### config.mk
export PLATFORM = sky130hd
export DESIGN_NAME = hdl_keyword_tokenizer
export DESIGN_NICKNAME = d
export VERILOG_FILES = /design/src/design/hkt_pkg.sv /design/src/design/hkt_lexer.sv /design/src/design/hkt_res_fifo.sv /design/src/design/hdl_keyword_tokenizer.sv
export VERILOG_INCLUDE_DIRS = /design/src /design/src/design
export SDC_FILE = /design/constraint.sdc
export NUM_CORES = 1
export LEC_CHECK = 0
export BUFFER_PORTS_ARGS = -buffer_cell sky130_fd_sc_hd__buf_4
export CORE_ASPECT_RATIO = 0.75
export CORE_UTILIZATION = 41
export DETAILED_ROUTE_END_ITERATION = 12
export PLACE_DENSITY = 0.6
export REMOVE_ABC_BUFFERS = 1
export SYNTH_ARGS = -nofsm -noshare
export SYNTH_HDL_FRONTEND = slang
export SYNTH_SLANG_ARGS = --single-unit
export TNS_END_PERCENT = 30
### constraint.sdc
create_clock -name clk_i -period 12.3 [get_ports clk_i]
set_input_delay 1.23 -clock clk_i [delete_from_list [all_inputs] [get_ports clk_i]]
set_output_delay 1.23 -clock clk_i [all_outputs]
set_load 0.005 [all_outputs]
### src/design/hdl_keyword_tokenizer_macros.svh
// ---------------------------------------------------------------------------
// hdl keyword tokenizer assertion macros
// shared concurrent assertion forms, clocked on clk_i, off during reset
// ---------------------------------------------------------------------------
`ifndef HDL_KEYWORD_TOKENIZER_MACROS_SVH
`define HDL_KEYWORD_TOKENIZER_MACROS_SVH

// property holds at every edge outside reset
`define HKT_ASSERT(lbl, prop, msg) \
  lbl: assert property (@(posedge clk_i) disable iff (!rst_ni) (prop)) else $error(msg);

// condition never seen outside reset
`define HKT_NEVER(lbl, cond, msg) \
  lbl: assert property (@(posedge clk_i) disable iff (!rst_ni) !(cond)) else $error(msg);

`endif

### src/design/hkt_pkg.sv
// ---------------------------------------------------------------------------
// hkt_pkg
// shared types, token kinds and keyword table of the keyword tokenizer
// ---------------------------------------------------------------------------
package hkt_pkg;

  localparam int unsigned BufferBytesDef = 65536;
  localparam int unsigned MaxTokenLenDef = 255;
  localparam int unsigned NumKw          = 16;
  localparam int unsigned FifoDepth      = 4;

  localparam logic [4:0] K_CHAR    = 5'd0;
  localparam logic [4:0] K_IDENT   = 5'd1;
  localparam logic [4:0] K_NUMBER  = 5'd2;
  localparam logic [4:0] K_LITERAL = 5'd3;
  localparam logic [4:0] K_STRING  = 5'd4;
  localparam logic [4:0] K_EOF     = 5'd5;
  localparam logic [4:0] K_LOR     = 5'd6;
  localparam logic [4:0] K_LAND    = 5'd7;
  localparam logic [4:0] K_LTE     = 5'd8;
  localparam logic [4:0] K_LSH     = 5'd9;
  localparam logic [4:0] K_GTE     = 5'd10;
  localparam logic [4:0] K_RSH     = 5'd11;
  localparam logic [4:0] K_EQ      = 5'd12;
  localparam logic [4:0] K_KW0     = 5'd13;
  localparam logic [4:0] K_INVALID = 5'd29;

  localparam logic [3:0] KW_LEN [NumKw] = '{
    4'd6, 4'd9, 4'd4, 4'd3, 4'd6, 4'd7, 4'd5, 4'd3,
    4'd2, 4'd4, 4'd6, 4'd5, 4'd6, 4'd7, 4'd7, 4'd2
  };

  localparam logic [71:0] KW_TEXT [NumKw] = '{
    72'("module"), 72'("endmodule"), 72'("wire"), 72'("reg"),
    72'("always"), 72'("initial"), 72'("begin"), 72'("end"),
    72'("if"), 72'("else"), 72'("assign"), 72'("input"),
    72'("output"), 72'("posedge"), 72'("negedge"), 72'("or")
  };

  typedef struct packed {
    logic [4:0]  kind;
    logic [7:0]  ch;
    logic [15:0] start;
    logic [7:0]  len;
    logic        last;
  } res_t;

  typedef struct packed {
    logic [1:0] cnt;
    res_t       r0;
    res_t       r1;
  } step_t;

  // character at position pos of keyword idx, zero past its end
  function automatic logic [7:0] kw_char(logic [3:0] idx, logic [3:0] pos);
    logic [71:0] al;
    logic [3:0]  klen;
    klen = KW_LEN[idx];
    al = KW_TEXT[idx] << (7'd8 * (7'd9 - 7'(klen)));
    kw_char = 8'h00;
    if (pos < klen) begin
      kw_char = 8'(al >> (7'd8 * (7'd8 - 7'(pos))));
    end
  endfunction

endpackage

### src/design/hkt_lexer.sv
// ---------------------------------------------------------------------------
// hkt_lexer
// scanner state and single-pass next-state logic, up to two tokens per byte
// ---------------------------------------------------------------------------
module hkt_lexer import hkt_pkg::*; #(
  parameter int unsigned BufferBytes = BufferBytesDef,
  parameter int unsigned MaxTokenLen = MaxTokenLenDef
) (
  input  logic       clk_i,
  input  logic       rst_ni,
  input  logic       fire_i,
  input  logic [7:0] byte_i,
  input  logic       eoi_i,
  output step_t      step_o
);

  localparam int unsigned OffW = $clog2(BufferBytes + 1);
  localparam int unsigned LenW = $clog2(MaxTokenLen + 1);

  typedef enum logic [6:0] {
    PhIdle   = 7'b0000001,
    PhIdent  = 7'b0000010,
    PhNumber = 7'b0000100,
    PhBase   = 7'b0001000,
    PhLitDig = 7'b0010000,
    PhString = 7'b0100000,
    PhOp     = 7'b1000000
  } phase_e;

  localparam logic [7:0] ChQuote  = 8'h27;
  localparam logic [7:0] ChDquote = 8'h22;
  localparam logic [7:0] ChBslash = 8'h5C;
  localparam logic [7:0] ChUscore = 8'h5F;
  localparam logic [7:0] ChB      = 8'h62;
  localparam logic [7:0] ChO      = 8'h6F;
  localparam logic [7:0] ChD      = 8'h64;
  localparam logic [7:0] ChH      = 8'h68;

  phase_e            phase_q, phase_d;
  logic [OffW-1:0]   offset_q, offset_d;
  logic [15:0]       start_q, start_d;
  logic [LenW-1:0]   len_q, len_d, len_inc;
  logic [NumKw-1:0]  cand_q, cand_d, cmatch, mask0;
  logic [7:0]        fsc_q, fsc_d;
  logic [1:0]        base_q, base_d;
  logic              esc_q, esc_d;
  logic              is_end;
  logic [4:0]        ident_kind;

  function automatic logic is_digit(logic [7:0] c);
    return (c >= "0") && (c <= "9");
  endfunction

  function automatic logic is_alpha(logic [7:0] c);
    return ((c >= "a") && (c <= "z")) || ((c >= "A") && (c <= "Z"));
  endfunction

  function automatic logic is_space(logic [7:0] c);
    return (c == " ") || ((c >= 8'd9) && (c <= 8'd13));
  endfunction

  function automatic logic base_digit(logic [1:0] b, logic [7:0] c);
    logic r;
    case (b)
      2'd0:    r = (c == "0") || (c == "1");
      2'd1:    r = (c >= "0") && (c <= "7");
      2'd2:    r = is_digit(c);
      default: r = is_digit(c) || ((c >= "a") && (c <= "f")) || ((c >= "A") && (c <= "F"));
    endcase
    return r;
  endfunction

  function automatic logic [4:0] pair_kind(logic [7:0] a, logic [7:0] b);
    logic [4:0] k;
    k = K_CHAR;
    if (a == "|" && b == "|") k = K_LOR;
    else if (a == "&" && b == "&") k = K_LAND;
    else if (a == "<" && b == "=") k = K_LTE;
    else if (a == "<" && b == "<") k = K_LSH;
    else if (a == ">" && b == "=") k = K_GTE;
    else if (a == ">" && b == ">") k = K_RSH;
    else if (a == "=" && b == "=") k = K_EQ;
    return k;
  endfunction

  function automatic logic [7:0] sat8(logic [LenW-1:0] l);
    if (32'(l) > 32'd255) return 8'hFF;
    return 8'(l);
  endfunction

  function automatic res_t mk(logic [4:0] kind, logic [7:0] ch, logic [15:0] start,
                              logic [7:0] len);
    res_t r;
    r.kind  = kind;
    r.ch    = ch;
    r.start = start;
    r.len   = len;
    r.last  = 1'b0;
    return r;
  endfunction

  assign is_end  = eoi_i || (byte_i == 8'h00) || (offset_q >= OffW'(BufferBytes));
  assign len_inc = (32'(len_q) < MaxTokenLen) ? len_q + LenW'(1) : len_q;

  always_comb begin
    for (int i = 0; i < NumKw; i++) begin
      cmatch[i] = (32'(len_q) < 32'(KW_LEN[i])) && (kw_char(4'(i), len_q[3:0]) == byte_i);
      mask0[i]  = (kw_char(4'(i), 4'd0) == byte_i);
    end
  end

  // lowest matching keyword wins
  always_comb begin
    ident_kind = K_IDENT;
    for (int i = NumKw - 1; i >= 0; i--) begin
      if (cand_q[i] && (32'(len_q) == 32'(KW_LEN[i]))) begin
        ident_kind = K_KW0 + 5'(i);
      end
    end
  end

  logic emit_a, emit_b, go_idle;
  res_t res_a, res_b;
  logic [4:0] pk;

  always_comb begin
    phase_d  = phase_q;
    offset_d = offset_q;
    start_d  = start_q;
    len_d    = len_q;
    cand_d   = cand_q;
    fsc_d    = fsc_q;
    base_d   = base_q;
    esc_d    = esc_q;
    emit_a   = 1'b0;
    emit_b   = 1'b0;
    res_a    = '0;
    res_b    = '0;
    go_idle  = 1'b0;
    pk       = pair_kind(fsc_q, byte_i);
    if (is_end) begin
      unique case (phase_q)
        PhIdent: begin
          emit_a = 1'b1;
          res_a  = mk(ident_kind, 8'h00, start_q, sat8(len_q));
        end
        PhNumber: begin
          emit_a = 1'b1;
          res_a  = mk(K_NUMBER, 8'h00, start_q, sat8(len_q));
        end
        PhBase: begin
          emit_a = 1'b1;
          res_a  = mk(K_INVALID, 8'h00, start_q, sat8(len_q));
        end
        PhLitDig: begin
          emit_a = 1'b1;
          res_a  = mk(K_LITERAL, 8'h00, start_q, sat8(len_q));
        end
        PhString: begin
          emit_a = 1'b1;
          res_a  = mk(K_STRING, 8'h00, start_q, sat8(len_q));
        end
        PhOp: begin
          emit_a = 1'b1;
          res_a  = mk(K_CHAR, fsc_q, start_q, 8'd1);
        end
        default: ;
      endcase
      emit_b   = 1'b1;
      res_b    = mk(K_EOF, 8'h00, 16'(offset_q), 8'd0);
      phase_d  = PhIdle;
      offset_d = '0;
      start_d  = '0;
      len_d    = '0;
      cand_d   = '1;
      fsc_d    = '0;
      base_d   = '0;
      esc_d    = 1'b0;
    end else begin
      offset_d = offset_q + OffW'(1);
      unique case (phase_q)
        PhIdent: begin
          if (is_alpha(byte_i) || is_digit(byte_i) || byte_i == ChUscore) begin
            cand_d = cand_q & cmatch;
            len_d  = len_inc;
          end else begin
            emit_a  = 1'b1;
            res_a   = mk(ident_kind, 8'h00, start_q, sat8(len_q));
            go_idle = 1'b1;
          end
        end
        PhNumber: begin
          if (is_digit(byte_i)) begin
            len_d = len_inc;
          end else if (byte_i == ChQuote) begin
            len_d   = len_inc;
            phase_d = PhBase;
          end else begin
            emit_a  = 1'b1;
            res_a   = mk(K_NUMBER, 8'h00, start_q, sat8(len_q));
            go_idle = 1'b1;
          end
        end
        PhBase: begin
          len_d   = len_inc;
          phase_d = PhLitDig;
          case (byte_i)
            ChB: base_d = 2'd0;
            ChO: base_d = 2'd1;
            ChD: base_d = 2'd2;
            ChH: base_d = 2'd3;
            default: begin
              emit_a  = 1'b1;
              res_a   = mk(K_INVALID, 8'h00, start_q, sat8(len_inc));
              phase_d = PhIdle;
            end
          endcase
        end
        PhLitDig: begin
          if (base_digit(base_q, byte_i)) begin
            len_d = len_inc;
          end else begin
            emit_a  = 1'b1;
            res_a   = mk(K_LITERAL, 8'h00, start_q, sat8(len_q));
            go_idle = 1'b1;
          end
        end
        PhString: begin
          if (byte_i == ChDquote && !esc_q) begin
            emit_a  = 1'b1;
            res_a   = mk(K_STRING, 8'h00, start_q, sat8(len_q));
            phase_d = PhIdle;
          end else begin
            esc_d = !esc_q && (byte_i == ChBslash);
            len_d = len_inc;
          end
        end
        PhOp: begin
          if (pk != K_CHAR) begin
            emit_a  = 1'b1;
            res_a   = mk(pk, 8'h00, start_q, 8'd2);
            phase_d = PhIdle;
          end else begin
            emit_a  = 1'b1;
            res_a   = mk(K_CHAR, fsc_q, start_q, 8'd1);
            go_idle = 1'b1;
          end
        end
        default: go_idle = 1'b1;
      endcase
      // current byte seen from between tokens
      if (go_idle) begin
        phase_d = PhIdle;
        if (!is_space(byte_i)) begin
          if (is_alpha(byte_i) || byte_i == ChUscore) begin
            phase_d = PhIdent;
            start_d = 16'(offset_q);
            len_d   = LenW'(1);
            cand_d  = mask0;
          end else if (is_digit(byte_i)) begin
            phase_d = PhNumber;
            start_d = 16'(offset_q);
            len_d   = LenW'(1);
          end else if (byte_i == ChQuote) begin
            phase_d = PhBase;
            start_d = 16'(offset_q);
            len_d   = LenW'(1);
          end else if (byte_i == ChDquote) begin
            phase_d = PhString;
            start_d = 16'(32'(offset_q) + 32'd1);
            len_d   = '0;
            esc_d   = 1'b0;
          end else if (byte_i == "|" || byte_i == "&" || byte_i == "<" ||
                       byte_i == ">" || byte_i == "=") begin
            phase_d = PhOp;
            start_d = 16'(offset_q);
            len_d   = LenW'(1);
            fsc_d   = byte_i;
          end else begin
            emit_b = 1'b1;
            res_b  = mk(K_CHAR, byte_i, 16'(offset_q), 8'd1);
          end
        end
      end
    end
  end

  always_comb begin
    step_o.cnt = 2'd0;
    step_o.r0  = res_a;
    step_o.r1  = res_b;
    if (fire_i) begin
      if (emit_a && emit_b) begin
        step_o.cnt     = 2'd2;
        step_o.r1.last = 1'b1;
      end else if (emit_a) begin
        step_o.cnt     = 2'd1;
        step_o.r0.last = 1'b1;
      end else if (emit_b) begin
        step_o.cnt     = 2'd1;
        step_o.r0      = res_b;
        step_o.r0.last = 1'b1;
      end
    end
  end

  always_ff @(posedge clk_i or negedge rst_ni) begin
    if (!rst_ni) begin
      phase_q  <= PhIdle;
      offset_q <= '0;
      start_q  <= '0;
      len_q    <= '0;
      cand_q   <= '1;
      fsc_q    <= '0;
      base_q   <= '0;
      esc_q    <= 1'b0;
    end else if (fire_i) begin
      phase_q  <= phase_d;
      offset_q <= offset_d;
      start_q  <= start_d;
      len_q    <= len_d;
      cand_q   <= cand_d;
      fsc_q    <= fsc_d;
      base_q   <= base_d;
      esc_q    <= esc_d;
    end
  end

endmodule

### src/design/hkt_res_fifo.sv
// ---------------------------------------------------------------------------
// hkt_res_fifo
// small result queue, takes up to two tokens per cycle, gives one per cycle unless stalled
// ---------------------------------------------------------------------------
`include "hdl_keyword_tokenizer_macros.svh"

module hkt_res_fifo import hkt_pkg::*; (
  input  logic  clk_i,
  input  logic  rst_ni,
  input  step_t push_i,
  output logic  room_o,
  output logic  valid_o,
  input  logic  stall_i,
  output res_t  head_o
);

  localparam int unsigned PtrW = $clog2(FifoDepth);
  localparam int unsigned CntW = $clog2(FifoDepth + 1);

  res_t            mem_q [FifoDepth];
  logic [PtrW-1:0] wr_q, rd_q;
  logic [CntW-1:0] cnt_q;
  logic            pop;

  assign valid_o = (cnt_q != '0);
  assign room_o  = (cnt_q <= CntW'(FifoDepth - 2));
  assign pop     = valid_o && !stall_i;
  assign head_o  = mem_q[rd_q];

  always_ff @(posedge clk_i) begin
    if (push_i.cnt != 2'd0) begin
      mem_q[wr_q] <= push_i.r0;
    end
    if (push_i.cnt == 2'd2) begin
      mem_q[wr_q + PtrW'(1)] <= push_i.r1;
    end
  end

  always_ff @(posedge clk_i or negedge rst_ni) begin
    if (!rst_ni) begin
      wr_q  <= '0;
      rd_q  <= '0;
      cnt_q <= '0;
    end else begin
      wr_q  <= wr_q + PtrW'(push_i.cnt);
      rd_q  <= rd_q + PtrW'(pop);
      cnt_q <= cnt_q + CntW'(push_i.cnt) - CntW'(pop);
    end
  end

  `HKT_ASSERT(a_push_has_room, (push_i.cnt != 2'd0) |-> room_o, "push without room")
  `HKT_NEVER(a_push_cnt_range, push_i.cnt == 2'd3, "push count out of range")
  `HKT_ASSERT(a_cnt_bound, cnt_q <= CntW'(FifoDepth), "queue count overflow")
  `HKT_ASSERT(a_cnt_hold, (push_i.cnt == 2'd0 && !pop) |=> $stable(cnt_q),
              "queue count moved while idle")

endmodule

### src/design/hdl_keyword_tokenizer.sv
// path: a byte accepted into the input register is scanned from there, and the tokens
// that it closes are written into the result queue, which offers them at the output
// throughput: one byte per cycle while the result queue has room; one scanner pass per byte sets that figure
// a byte that closes two tokens puts both in the four-entry result queue,
// and the output drains it at one token per cycle while the receiver does not stall
// reset: asynchronous, active low, clears scanner state and queue at once
// ---------------------------------------------------------------------------
// hdl_keyword_tokenizer
// byte stream lexer for a small hdl subset with keyword matching
// ---------------------------------------------------------------------------
module hdl_keyword_tokenizer import hkt_pkg::*; #(
  parameter int unsigned BufferBytes = BufferBytesDef,
  parameter int unsigned MaxTokenLen = MaxTokenLenDef
) (
  input  logic        clk_i,
  input  logic        rst_ni,
  input  logic        in_valid_i,
  output logic        in_stall_o,
  input  logic [7:0]  byte_value_i,
  input  logic        end_of_input_i,
  output logic        out_valid_o,
  input  logic        out_stall_i,
  output logic [4:0]  token_kind_o,
  output logic [7:0]  token_char_o,
  output logic [15:0] token_start_o,
  output logic [7:0]  token_length_o,
  output logic        last_of_run_o
);

  logic       in_valid_q;
  logic [7:0] byte_q;
  logic       eoi_q;
  logic       room;
  logic       fire;
  step_t      step;
  res_t       head;

  assign in_stall_o = in_valid_q && !room;
  assign fire       = in_valid_q && room;

  always_ff @(posedge clk_i or negedge rst_ni) begin
    if (!rst_ni) begin
      in_valid_q <= 1'b0;
    end else if (!in_stall_o) begin
      in_valid_q <= in_valid_i;
    end
  end

  always_ff @(posedge clk_i) begin
    if (in_valid_i && !in_stall_o) begin
      byte_q <= byte_value_i;
      eoi_q  <= end_of_input_i;
    end
  end

  hkt_lexer #(
    .BufferBytes (BufferBytes),
    .MaxTokenLen (MaxTokenLen)
  ) u_lexer (
    .clk_i  (clk_i),
    .rst_ni (rst_ni),
    .fire_i (fire),
    .byte_i (byte_q),
    .eoi_i  (eoi_q),
    .step_o (step)
  );

  hkt_res_fifo u_res_fifo (
    .clk_i   (clk_i),
    .rst_ni  (rst_ni),
    .push_i  (step),
    .room_o  (room),
    .valid_o (out_valid_o),
    .stall_i (out_stall_i),
    .head_o  (head)
  );

  assign token_kind_o   = head.kind;
  assign token_char_o   = head.ch;
  assign token_start_o  = head.start;
  assign token_length_o = head.len;
  assign last_of_run_o  = head.last;

endmodule

==> impl_metrics.yaml <==
floorplanning:
  dieWidth_um: 223.1
  core_area_um2: 35960
  row_count: 60
  die-area_um2: 37440
  start_util_pct: 41.80
  ioPinCount: 53
  die_y_um: 167.8
setup_path:
  r2r-start: "byte_q[1]"
  crit_path_end_kind: "flip-flop"
  start_kind: "flip-flop"
  r2r-end: "u_res_fifo.mem_q[0][26]"
  crit_required_ns: 12.49
  r2r_slack_ns: 5.97
  worstPathMaxFanout: 69
  crit_type: "flip-flop to flip-flop"
  reg2regPathDepth: 14
  crit_arrival_ns: 6.51
run_status:
  status: "finished, final reports clean"
place:
  place_congestion: 0.9374
  dp_cells: 1938
  dp_hpwl_um: 32940
  io_buffer_count: 52
  postPlaceCellArea_um2: 15630
sta:
  rsz0062_at_grt: "false"
  period_needed_ns: 6.326
  finalSetupViolCount: 0
  setup-tns-final_ns: 0
  slew_headroom_pct: 20.77
  finalHoldViolCount: 0
  finalCritPeriodShare_pct: 51.43
  fmax_mhz: 158.1
  worst_pin_slew_ns: 1.179
  skew_ns: 0.01443
  slew_viol_final: 0
finish:
  drive_gt1_share_pct: 14.14
  syn_to_final_growth_pct: 9.856
  fin_nets: 1531
  final_area_um2: 16510
  fin_cells: 1987
route:
  first_pass_iters: 6
  finalWirelength_um: 48250
  routed-via-count: 12970
  via_per_inst: 6.525
  met3_length_um: 4852
  avgRoutedWirePerCell_um: 24.28
  topRoutingLayerUsed: "met4"
  ant_nets: 0
  wl_met1_um: 23100
  drc: 0
  first_iter_violations: 1808
  met2_length_um: 19440
synthesis:
  synth_top_flop_cell: "edfxtp_1"
  synth.top_cell.area_share_pct: 24.17
  async_flop_share_pct: 34.02
  synthTopCellsByCount: "nand2_1, o21ai_0, edfxtp_1, nor2_1, clkbuf_1"
  yosys_warnings: 0
  post-synth-top-area-cell: "edfxtp_1"
  yosysSeqAreaShare_pct: 43.46
  synth_cell_types: 97
  synthCells: 1526
  yosys_register_bits: 244
  synth_most_common_cell: "nand2_1"
  synth_enable_flop_cells: 121
  synthesis.area_um2: 15030
  avgSynthCellArea_um2: 9.850
  ys_top_cells_by_area: "edfxtp_1, dfrtp_1, mux4_2"
global_routing:
  grt.total_usage_pct: 26.02
  antenna_found_initial: 1
  grt.overflow.total: 0
  grt_pass1_vias: 12460
  grt_pass1_wl_um: 75910
  grt_max_degree: 70
power:
  leakagePower_nw: 5.852
  ir_drop_mv: 0.1206
  finalPower_mw: 3.284
  power.density_nw_per_um2: 198.9
cts:
  h-tree-depth: 1
  cts_tree: "yes"
  cts_resized: 0
  hold_buffers: 0
  clock_latency_ns: 0.55
  cts_buffers: 26
  clk_pin_slew_worst_paths_ns: 0.06
  clock-sinks: 244
  cts_setup_buffers: 0
  clock-root-buffer: "clkbuf_16"
  cts_buffer_depth: 3
min_path:
  hold_path_end: "u_res_fifo.mem_q[1][4]"
  hp-class: "flip-flop to flip-flop"
  min_path_cells: 2
  hp-start: "u_res_fifo.mem_q[1][4]"
job:
  max_cap_viol_count: 0
power by group:
group	leakage, nW	total (mW)	internal [mW]	switching [mW]
Clock	0.442	0.814	0.479	0.334
Combinational	2.89	1.31	0.496	0.814
Sequential	2.52	1.16	1.02	0.142
Total	5.85	3.28	1.99	1.29
kinds of logic (layout without fill, tap and decap cells):
| group | count (synthesis) | after routing | synth area share [%] |
|---|---|---|---|
| flip-flops | 244 | 244 | 43.46 |
| buffers and inverters | 157 | 152 | 4.578 |
| other | 0 | 1 | 0 |
| AND/OR/NAND/NOR | 507 | 507 | 17.13 |
| multiplexers | 49 | 49 | 6.435 |
| adder cells (fa/ha/maj) | 18 | 18 | 1.532 |
| AO/OA/AOI/OAI | 490 | 490 | 23.31 |
| XOR/XNOR | 61 | 61 | 3.554 |
layout by cell type, fill, tap and decap left out, drive strengths merged, types with 38 or more instances in the layout:
| cell | n |
|---|---|
| a32o | 76 |
| dfxtp | 40 |
| edfxtp | 121 |
| dfrtp | 66 |
| nand2 | 173 |
| nor2 | 93 |
| nand3 | 47 |
| clkbuf | 38 |
| buf | 80 |
| mux4 | 38 |
| o21ai | 148 |
| a21oi | 59 |
area by class of cell:
cell class	count	area [um^2]
clock inverters	10	106.4
clock buffers	38	774.5
multi-input cells	1125	7821
repair buffers	80	600.6
well taps	465	581.8
flip-flops and latches	244	6535
diodes	1	2.502
fillers	3373	19450
inverters	24	90.09
worst max-delay path, cell delays in order, from the launching register on:
cell and delay, ns:
edfxtp_1 0.36, buf_4 0.30, or4_4 0.63, o221ai_1 0.18, o21bai_1 0.31, nor3b_1 0.67, nand2_1 0.27, o21ai_4 0.18
buf_4 0.62, ha_1 0.40, o21ai_1 0.21, nor3_1 0.81, nor2_1 0.42, inv_1 0.13, buf_4 0.42
worst max-delay path by stage:
stage | start | to | slack [ns] | cells past startpoint
floorplan | byte_q[1] | u_res_fifo.mem_q[0][0] | 6.48 | 11
global placement | byte_q[5] | u_res_fifo.mem_q[0][22] | 6.47 | 13
detailed placement | byte_q[1] | u_res_fifo.mem_q[0][22] | 6.17 | 14
CTS | byte_q[1] | u_res_fifo.mem_q[0][26] | 6.16 | 14
global route | byte_q[1] | u_res_fifo.mem_q[0][22] | 5.72 | 14
finish | byte_q[1] | u_res_fifo.mem_q[0][26] | 5.97 | 14
sequential cells by signal, indices dropped and copies added (netlist names), 2 cells and up:
name / cells
byte_q: 8
u_lexer.base_q: 2
u_lexer.cand_q: 16
u_lexer.fsc_q: 8
u_lexer.len_q: 8
u_lexer.offset_q: 17
u_lexer.phase_q: 7
u_lexer.start_q: 16
u_res_fifo.cnt_q: 3
u_res_fifo.mem_q: 152
u_res_fifo.rd_q: 2
u_res_fifo.wr_q: 2
through the flow:
stage          setup slack (ns)  hold WS, ns  utilization (%)
2_1_floorplan             6.477       0.4198                -
5_1_grt                   5.721       0.4839            45.91
6_report                  5.974       0.4511            45.92
4_1_cts                   6.157       0.4552            45.91
3_5_place_dp              6.169       0.4412            43.46
3_3_place_gp              6.466       0.4298            43.46
per-layer routing:
layer / GRT usage (%) / vias up
li1: - / 5817
met1: 41.46 / 6414
met2: 35.76 / 675
met3: 5.218 / 60
met4: 5.337 / 0
met5: 0 / -
No activity file was read; power rests on OpenSTA's default activity.
